[src/rtl/core/bwt_pkg.sv]
// Shared types and codes for the breakpoint/watchpoint table.
// Used by bwt_cell, breakpoint_watchpoint_table_top and tb_top; no dependencies.
package bwt_pkg;

	// command modes as they arrive on the input stream
	localparam logic [1:0] MODE_CHECK  = 2'd0;
	localparam logic [1:0] MODE_ADD    = 2'd1;
	localparam logic [1:0] MODE_REMOVE = 2'd2;

	// entry kinds
	localparam logic [1:0] KIND_INSN  = 2'd0;
	localparam logic [1:0] KIND_WRITE = 2'd1;
	localparam logic [1:0] KIND_READ  = 2'd2;
	localparam logic [1:0] KIND_RW    = 2'd3;

	// result status codes
	localparam logic [2:0] ST_OK      = 3'd0;
	localparam logic [2:0] ST_PRESENT = 3'd1;
	localparam logic [2:0] ST_FULL    = 3'd2;
	localparam logic [2:0] ST_MISSING = 3'd3;
	localparam logic [2:0] ST_BADKIND = 3'd4;

	// operation broadcast to every cell of the row
	typedef enum logic [1:0] {
		OP_NONE,
		OP_CHECK,
		OP_ADD,
		OP_REMOVE
	} op_t;

	typedef struct packed {
		op_t        op;
		logic [1:0] kind;
	} cmd_t;

	// priority link passed from each cell to the next higher one
	typedef struct packed {
		logic free_seen;   // a lower cell is free
		logic exact_seen;  // a lower cell holds the exact range and kind
	} link_t;

	// sequencer states
	typedef enum logic [1:0] {
		S_IDLE,
		S_OP_A,
		S_OP_B,
		S_HOLD
	} state_t;

endpackage

[src/rtl/core/breakpoint_watchpoint_table_top.sv]
// Top level of the breakpoint/watchpoint table: stream ports, sequencer,
// result register and the row of bwt_cell slots. Depends on bwt_pkg.
//
//  channel  | direction | transfer when          | payload
//  ---------+-----------+------------------------+------------------------------------
//  s_*      | in        | s_tvalid && s_tready   | tuser: mode, kind; tdata: start, end
//  m_*      | out       | m_tvalid && m_tready   | tdata: hit, match_mask; tuser: status
//
// A command passes through S_OP_A and then S_HOLD before the next input transfer (with
// S_OP_B between them for add or remove of the read-and-write kind, which runs the write
// and read entries as two passes through the cell row); its result is registered at each
// pass and moved into the output register from S_HOLD. One command is in flight.
// Reset clears all valid bits at once; no clearing pass.
// The input side is ready again once the result has moved into the output
// register, so a stalled output holds off at most one further command.
module breakpoint_watchpoint_table_top
	import bwt_pkg::*;
#(
	parameter int ENTRIES   = 16,
	parameter int ADDR_BITS = 16
) (
	input  logic        clk,
	input  logic        arst_n,
	input  logic        s_tvalid,
	output logic        s_tready,
	input  logic [31:0] s_tdata,   // [15:0] addr_start, [31:16] range_end
	input  logic [3:0]  s_tuser,   // [1:0] mode, [3:2] kind
	output logic        m_tvalid,
	input  logic        m_tready,
	output logic [23:0] m_tdata,   // [0] hit, [16:1] match_mask, [23:17] zero
	output logic [2:0]  m_tuser    // [2:0] status
);

	localparam int MASK_BITS = 16;

	state_t state_q;
	state_t state_nx;

	logic [1:0]           mode_q;
	logic [1:0]           kind_q;
	logic [ADDR_BITS-1:0] start_q;
	logic [ADDR_BITS-1:0] end_q;
	logic [2:0]           st_a_q;

	logic                 res_hit_q;
	logic [MASK_BITS-1:0] res_mask_q;
	logic [2:0]           res_status_q;

	logic                 m_valid_q;
	logic                 m_hit_q;
	logic [MASK_BITS-1:0] m_mask_q;
	logic [2:0]           m_status_q;

	cmd_t                 cmd;
	logic [2:0]           stat_cur;
	logic [2:0]           stat_fin;
	logic                 two_pass;
	logic                 exact_any;
	logic                 free_any;
	logic [ENTRIES-1:0]   match_w;
	logic [MASK_BITS-1:0] mask_w;
	link_t                link_w [ENTRIES+1];

	// row of slot cells
	assign link_w[0] = '0;

	for (genvar i = 0; i < ENTRIES; i++) begin : g_cell
		bwt_cell #(
			.ADDR_BITS(ADDR_BITS)
		) u_cell (
			.clk       (clk),
			.arst_n    (arst_n),
			.cmd       (cmd),
			.addr_s    (start_q),
			.addr_e    (end_q),
			.exact_any (exact_any),
			.link_in   (link_w[i]),
			.link_out  (link_w[i+1]),
			.match     (match_w[i])
		);
	end

	assign exact_any = link_w[ENTRIES].exact_seen;
	assign free_any  = link_w[ENTRIES].free_seen;

	// only the first sixteen slots have a mask bit
	for (genvar i = 0; i < MASK_BITS; i++) begin : g_mask
		if (i < ENTRIES) begin : g_on
			assign mask_w[i] = match_w[i];
		end else begin : g_off
			assign mask_w[i] = 1'b0;
		end
	end

	assign two_pass = (mode_q inside {MODE_ADD, MODE_REMOVE}) && (kind_q == KIND_RW);

	// next state
	always_comb begin
		state_nx = state_q;
		case (state_q)
			S_IDLE: begin
				if (s_tvalid) begin
					state_nx = S_OP_A;
				end
			end
			S_OP_A: begin
				state_nx = two_pass ? S_OP_B : S_HOLD;
			end
			S_OP_B: begin
				state_nx = S_HOLD;
			end
			S_HOLD: begin
				if (!m_valid_q || m_tready) begin
					state_nx = S_IDLE;
				end
			end
			default: begin
				state_nx = S_IDLE;
			end
		endcase
	end

	// cell command and status of the current pass
	always_comb begin
		cmd.op   = OP_NONE;
		cmd.kind = kind_q;
		s_tready = 1'b0;
		case (state_q)
			S_IDLE: begin
				s_tready = 1'b1;
			end
			S_OP_A: begin
				case (mode_q)
					MODE_CHECK: begin
						cmd.op = (kind_q == KIND_RW) ? OP_NONE : OP_CHECK;
					end
					MODE_ADD: begin
						cmd.op = OP_ADD;
					end
					MODE_REMOVE: begin
						cmd.op = OP_REMOVE;
					end
					default: begin
						cmd.op = OP_NONE;
					end
				endcase
				if (kind_q == KIND_RW) begin
					cmd.kind = KIND_WRITE;
				end
			end
			S_OP_B: begin
				cmd.op   = (mode_q == MODE_ADD) ? OP_ADD : OP_REMOVE;
				cmd.kind = KIND_READ;
			end
			default: begin
				cmd.op = OP_NONE;
			end
		endcase

		case (mode_q)
			MODE_CHECK:  stat_cur = (kind_q == KIND_RW) ? ST_BADKIND : ST_OK;
			MODE_ADD:    stat_cur = exact_any ? ST_PRESENT : (free_any ? ST_OK : ST_FULL);
			MODE_REMOVE: stat_cur = exact_any ? ST_OK : ST_MISSING;
			default:     stat_cur = ST_OK;
		endcase

		// merge of the write and read passes
		stat_fin = ST_OK;
		if (mode_q == MODE_ADD) begin
			if ((st_a_q == ST_FULL) || (stat_cur == ST_FULL)) begin
				stat_fin = ST_FULL;
			end else if ((st_a_q == ST_PRESENT) && (stat_cur == ST_PRESENT)) begin
				stat_fin = ST_PRESENT;
			end
		end else if ((st_a_q == ST_MISSING) && (stat_cur == ST_MISSING)) begin
			stat_fin = ST_MISSING;
		end
	end

	always_ff @(posedge clk or negedge arst_n) begin
		if (!arst_n) begin
			state_q   <= S_IDLE;
			m_valid_q <= 1'b0;
		end else begin
			state_q <= state_nx;
			if (state_q == S_HOLD && (!m_valid_q || m_tready)) begin
				m_valid_q <= 1'b1;
			end else if (m_tready) begin
				m_valid_q <= 1'b0;
			end
		end
	end

	// command capture, pass results and output register
	always_ff @(posedge clk) begin
		if (s_tvalid && s_tready) begin
			mode_q  <= s_tuser[1:0];
			kind_q  <= s_tuser[3:2];
			start_q <= ADDR_BITS'(s_tdata[15:0]);
			end_q   <= ADDR_BITS'(s_tdata[31:16]);
		end
		if (state_q == S_OP_A) begin
			st_a_q       <= stat_cur;
			res_hit_q    <= |match_w;
			res_mask_q   <= mask_w;
			res_status_q <= stat_cur;
		end
		if (state_q == S_OP_B) begin
			res_status_q <= stat_fin;
		end
		if (state_q == S_HOLD && (!m_valid_q || m_tready)) begin
			m_hit_q    <= res_hit_q;
			m_mask_q   <= res_mask_q;
			m_status_q <= res_status_q;
		end
	end

	assign m_tvalid = m_valid_q;
	assign m_tdata  = {7'd0, m_mask_q, m_hit_q};
	assign m_tuser  = m_status_q;

endmodule

[src/rtl/core/bwt_cell.sv]
// One table slot: valid bit, range and kind, with its local compares.
// Depends on bwt_pkg; chained by breakpoint_watchpoint_table_top.
module bwt_cell
	import bwt_pkg::*;
#(
	parameter int ADDR_BITS = 16
) (
	input  logic                 clk,
	input  logic                 arst_n,
	input  cmd_t                 cmd,
	input  logic [ADDR_BITS-1:0] addr_s,     // range start, or accessed address
	input  logic [ADDR_BITS-1:0] addr_e,
	input  logic                 exact_any,  // exact entry somewhere in the row
	input  link_t                link_in,
	output link_t                link_out,
	output logic                 match
);

	logic                 valid_q;
	logic [ADDR_BITS-1:0] start_q;
	logic [ADDR_BITS-1:0] end_q;
	logic [1:0]           kind_q;

	logic is_exact;
	logic is_free;
	logic take;
	logic drop;

	// local compares
	always_comb begin
		is_exact = valid_q && (start_q == addr_s) && (end_q == addr_e) &&
			(kind_q == cmd.kind);
		is_free  = !valid_q;
		match    = (cmd.op == OP_CHECK) && valid_q && (kind_q == cmd.kind) &&
			(addr_s >= start_q) && (addr_s <= end_q);
	end

	// lowest free cell takes an add unless an exact entry exists; lowest exact cell takes a remove
	always_comb begin
		take = (cmd.op == OP_ADD) && !exact_any && is_free && !link_in.free_seen;
		drop = (cmd.op == OP_REMOVE) && is_exact && !link_in.exact_seen;
		link_out.free_seen  = link_in.free_seen | is_free;
		link_out.exact_seen = link_in.exact_seen | is_exact;
	end

	always_ff @(posedge clk or negedge arst_n) begin
		if (!arst_n) begin
			valid_q <= 1'b0;
		end else if (take) begin
			valid_q <= 1'b1;
		end else if (drop) begin
			valid_q <= 1'b0;
		end
	end

	// payload, meaningful only while valid
	always_ff @(posedge clk) begin
		if (take) begin
			start_q <= addr_s;
			end_q   <= addr_e;
			kind_q  <= cmd.kind;
		end
	end

endmodule

[config.mk]
export PLATFORM = sky130hd
export DESIGN_NAME = breakpoint_watchpoint_table_top
export DESIGN_NICKNAME = d
export VERILOG_FILES = /design/src/rtl/core/bwt_pkg.sv /design/src/rtl/core/breakpoint_watchpoint_table_top.sv /design/src/rtl/core/bwt_cell.sv
export SDC_FILE = /design/constraint.sdc
export NUM_CORES = 2
export LEC_CHECK = 0
export ABC_AREA = 1
export CORE_UTILIZATION = 45
export DETAILED_ROUTE_END_ITERATION = 10
export DONT_BUFFER_PORTS = 1
export GPL_TIMING_DRIVEN = 0
export PLACE_DENSITY = 0.65
export SLEW_MARGIN = 20
export SYNTH_ARGS = -nofsm -noshare
export SYNTH_HDL_FRONTEND = slang
export SYNTH_HIERARCHICAL = 1
export SYNTH_SLANG_ARGS = --single-unit
[constraint.sdc]
create_clock -name clk -period 9.5 [get_ports clk]
set_clock_uncertainty 0.15 [all_clocks]
set_input_delay 0.95 -clock clk [delete_from_list [all_inputs] [get_ports clk]]
set_output_delay 0.95 -clock clk [all_outputs]
set_load 0.03 [all_outputs]
# [Word level (Yosys, flattened, before mapping)]
# Cells that the tools add are included.
[op_classes] reduce_logical=252 eq_ne=65 mux=56 magnitude_cmp=32 bitwise_logic=30
[ops] operator="16-bit == test" n=32
[ops] operator="16-bit greater-or-equal comparator" n=16
[ops] operator="16-bit less-or-equal comparator" n=16
[ops] operator="1-bit logical AND" n=180
[ops] operator="1-bit zero test" n=47
[ops] operator="1-bit 2-to-1 mux" n=39
[ops] operator="2-bit nonzero test" n=19
[ops] operator="2-bit == test" n=16
[ops] operator="1-bit bitwise OR" n=30
[ops] operator="2-bit 2-to-1 mux" n=8
[ops] operator="16-bit OR reduction" n=1
[ops] operator="2-bit == test (second input constant)" n=6
[ops] operator="3-bit by 2-bit == test with 1-bit output (second input constant)" n=4
[ops] operator="3-bit 2-to-1 mux" n=4
[ops] operator="3-bit one-hot mux with 3 select lines" n=1
[ops] operator="2-bit one-hot mux with 2 select lines" n=2
[ops] operator="2-bit one-hot mux with 4 select lines" n=1
[ops] operator="2-bit by 1-bit == test with 1-bit output (second input constant)" n=3
[ops] operator="3-bit by 1-bit == test with 1-bit output (second input constant)" n=2
[ops] operator="2-bit one-hot mux with 3 select lines" n=1
[ops] operator="2-bit zero test" n=2
[ops] operator="1-bit logical OR" n=2
[ops] operator="2-bit by 1-bit != test with 1-bit output (second input constant)" n=1
[ops] operator="2-bit != test (second input constant)" n=1
[ops] operator="2-bit AND reduction" n=1
[word_totals] out_inout_bits=29 elab_cells=512 reg_bits=642 in_bits=40

# [Logic depth before layout (Yosys ltp)]
[logic_depth] ltp_word=28 ltp_mapped=40 depth_no_buf=40

# [Hierarchy]
# The synthesis kept the hierarchy.
[by_module_without_submodules] mod="bwt_cell" cells_per_inst=274 instances=16 area_each_um2=2298.5 seq_area_each_um2=1046.0
[by_module_without_submodules] mod="breakpoint_watchpoint_table_top" cells_per_inst=191 instances=1 area_each_um2=3007.9 seq_area_each_um2=2447.3

# [Worst setup path after synthesis]
# No wires, ideal clock.
[synth_path] path_type="reg-to-reg" startpoint="register state_q[1]" endpoint="register g_cell[0].u_cell.end_q[0], enable pin" slack_ns=0.472 n_path_buf=0 period_less_slack_ns=9.028 required_time_ns=8.961 stages_incl_launch_ff=29 setup_time_ns=0.389 t_arrival_ns=8.489 cell_sequence="dfrtp_1 inv_1 ha_1 inv_1 a21boi_0 nand2_1 nand2_1 nor2_1 nand2_1 nor2_1 a31o_2 a31o_2 a31o_2 a31o_2 a31o_2 a31o_2 a31o_2 a31o_2 a31o_2 a31o_2 a31o_2 a31o_2 a31o_2 a31o_2 a31o_2 a31o_2 nor3_1 nand3_1 inv_1"
[synth_lines] element="start: declaration" line="breakpoint_watchpoint_table_top.sv:36" text="state_t state_q;"
[synth_lines] element="start signal: assignment" line="breakpoint_watchpoint_table_top.sv:185" text="state_q <= state_nx;"
[synth_lines] element="end signal: assignment" line="bwt_cell.sv:60" text="end_q <= addr_e;"
[synth_lines] element="end: declaration" line="bwt_cell.sv:21" text="logic [ADDR_BITS-1:0] end_q;"

==> results.json <==
{
  "worstPathMaxFanout": 34,
  "rsz0062_at_grt": "false",
  "status": "finished, final reports clean",
  "cp.required_ns": 9.59,
  "yosys.area.top_type": "edfxtp_1",
  "layout-drive-gt1-share": 0.1030,
  "powerDensity_nw_per_um2": 192.8,
  "regToRegSetupSlack_ns": 1.28,
  "critPathArrivalTime_ns": 8.31,
  "vias": 29830,
  "fill_cells": 7804,
  "synth_ff_type": "edfxtp_1",
  "wl_per_cell_um": 16.84,
  "cap_violations": 0,
  "ir_worst_vdd_mv": 0.2463,
  "grt_start_max_net_pins": 37,
  "worst_pin_slew_ns": 0.8856,
  "dr.pass1.iters": 6,
  "dieArea_um2": 89600,
  "cp_slowest_cell": "inv_2",
  "drc": 0,
  "cts_buffers": 73,
  "hold_viol_final": 0,
  "synth.cell_area_um2": 39780,
  "hp-start": "s_tdata[18]",
  "hold_buffers": 2,
  "total_power_mw": 8.809,
  "core_um2": 87160,
  "dieHeight_um": 299.3,
  "synthCells": 4575,
  "io_buffers": 0,
  "cts.clk_slew.worst_paths_ns": 0.06,
  "criticalPathCategory": "reg -> reg",
  "final_area_um2": 45690,
  "grt_pass1_vias": 28470,
  "cts-root-buf": "clkbuf_16",
  "postPlaceCellArea_um2": 43320,
  "finalMaxSlewViolations": 0,
  "via_per_inst": 4.977,
  "min_path_cells": 0,
  "synth_cell_types": 27,
  "cts_max_level": 3,
  "fin_nets": 5339,
  "rows": 108,
  "start_kind": "register",
  "yosysSeqAreaShare": 0.4822,
  "hold-path-endpoint": "end_q[2]",
  "ys_seq_elements": 642,
  "antenna_found_initial": 1,
  "r2r-start": "state_q[1]",
  "post-route-min-period_ns": 8.223,
  "critPathCaptureType": "register",
  "leakage_nw": 22.44,
  "tns_ns": 0,
  "synth.most_common_cell": "nand2_1",
  "area_delta_synth_final_pct": 14.85,
  "antenna_left": 0,
  "dr.first_iter.drc_count": 2022,
  "setup_violations": 0,
  "clockBufferDepth": 3,
  "avgSynthCellArea_um2": 8.696,
  "whs_ns": 0.2547,
  "path_common_cell": "a31o_2",
  "synth_common_cells": "nand2_1, inv_1, edfxtp_1",
  "place_congestion": 0.8126,
  "yosysWarnings": 6,
  "rr_worst_depth": 29,
  "cts_sinks": 642,
  "synth_area_leaders": "edfxtp_1, ha_1, nand2_1",
  "grt.overflow.total": 0,
  "groute.usage.overall": 0.2262,
  "die_w_um": 299.3,
  "postCtsSetupRepairBufs": 0,
  "post_cts_resized": 0,
  "relSlewSlack": 0.4096,
  "num_io_pins": 69,
  "critPathMaxStageDelay_ns": 0.60,
  "dpl.hpwl_um": 74680,
  "ys_async_sr_fraction": 0.02960,
  "max_freq_mhz": 121.6,
  "initial_core_util": 0.4564,
  "drt-total-wl_um": 100900,
  "grt_pass1_wl_um": 155700,
  "finalCritPeriodShare": 0.8656,
  "synth-edff-count": 623,
  "hold_path_class": "in -> reg",
  "synth_top_area_share": 0.4702,
  "setup_ws_ns": 1.277,
  "clk_latency_ns": 0.64,
  "preCtsSetupSlack_ns": 1.382,
  "cts_tree": "yes",
  "r2r-end": "g_cell[4].u_cell/start_q[5]"
}
==> sequential cells by signal (all words and copies together) (netlist names), 3 cells and up <==
register	cells
end_q	16
g_cell.u_cell/end_q	256
g_cell.u_cell/kind_q	32
g_cell.u_cell/start_q	256
g_cell.u_cell/valid_q	16
m_mask_q	16
m_tuser	3
res_mask_q	16
res_status_q	3
st_a_q	3
start_q	16
==> power breakdown <==
part / total [mW] / internal [mW] / leakage [nW] / switching [mW]
logic: 2.44 / 0.872 / 15.4 / 1.56
clock network: 2.78 / 1.62 / 1.15 / 1.16
registers: 3.59 / 3.39 / 5.88 / 0.208
total: 8.81 / 5.88 / 22.4 / 2.93
==> final cells by class <==
cell class | count | area [um2] | share of cell area
tap | 1155 | 1445 | 0.03163
buffer | 8 | 60.06 | 0.001314
multi-input combinational | 2933 | 16870 | 0.3693
inverter | 1001 | 3757 | 0.08223
timing repair buffer | 120 | 2032 | 0.04447
sequential | 642 | 19180 | 0.4198
clock inverter | 44 | 397.9 | 0.008708
clock buffer | 89 | 1938 | 0.04242
antenna | 1 | 2.502 | 0.00005477
==> kinds of logic (layout without fill, tap and decap cells) <==
group | after synthesis | count (layout) | synth area share
DFF | 642 | 642 | 0.4822
buffers and inverters | 1009 | 1262 | 0.09596
and+or+nand+nor | 1974 | 1974 | 0.1954
adders and majority gates | 520 | 520 | 0.1635
AOI/OAI and AO/OA | 429 | 429 | 0.06278
other | 1 | 11 | 0.00009426
==> cells in the final DEF (no fill, tap or decap), types with 10 or more instances in the layout <==
master / n
clkbuf_1: 12
a21boi_1: 16
nand3_1: 53
clkinv_2: 15
ha_1: 519
o21ai_0: 35
inv_2: 209
clkbuf_16: 74
buf_16: 19
dfrtp_1: 19
a21oi_1: 226
a31o_2: 16
inv_1: 792
conb_1: 10
o21bai_1: 48
nor3_1: 32
buf_8: 97
edfxtp_1: 623
nor2_2: 17
o21ai_1: 32
o21a_1: 48
nand4_1: 50
clkinv_1: 16
nor4_1: 18
nand2_1: 1342
nor2_1: 444
nand2_2: 17
==> metrics by stage <==
step / std cells / util
2_1_floorplan: 4584 / -
3_3_place_gp: 5739 / 0.4734
3_5_place_dp: 5857 / 0.4971
4_1_cts: 5992 / 0.5242
5_1_grt: 5992 / 0.5242
6_report: 5993 / 0.5242
==> worst max path at each step <==
stage                                         to  cells after the start       start  slack (ns)
finish               g_cell[4].u_cell/start_q[5]                     29  state_q[1]        1.28
global route           g_cell[4].u_cell/end_q[3]                     29  state_q[1]        1.06
CTS                  g_cell[4].u_cell/start_q[5]                     29  state_q[1]        1.28
detailed placement   g_cell[6].u_cell/start_q[6]                     29  state_q[1]        1.38
global placement    g_cell[15].u_cell/start_q[4]                     28  state_q[1]       -4.29
floorplan              g_cell[0].u_cell/end_q[0]                     28  state_q[1]        0.47
==> worst max-delay path: cells and delay by family (launching register included) <==
family	cells	cell delay [ns]
DFF	1	0.42
and+or+nand+nor	7	0.83
AOI/OAI and AO/OA	17	4.82
adders and majority gates	1	0.51
buffers and inverters	4	1.04
==> per-layer routing <==
metal  up-vias  track usage  part of all wire
met2       736       0.3747              0.46
li1      15110            -                 -
met4         0      0.07629             0.034
met5         -            0                 0
met1     13790       0.3067              0.46
met3       186      0.02805             0.053
No activity file was read; power rests on OpenSTA's default activity.
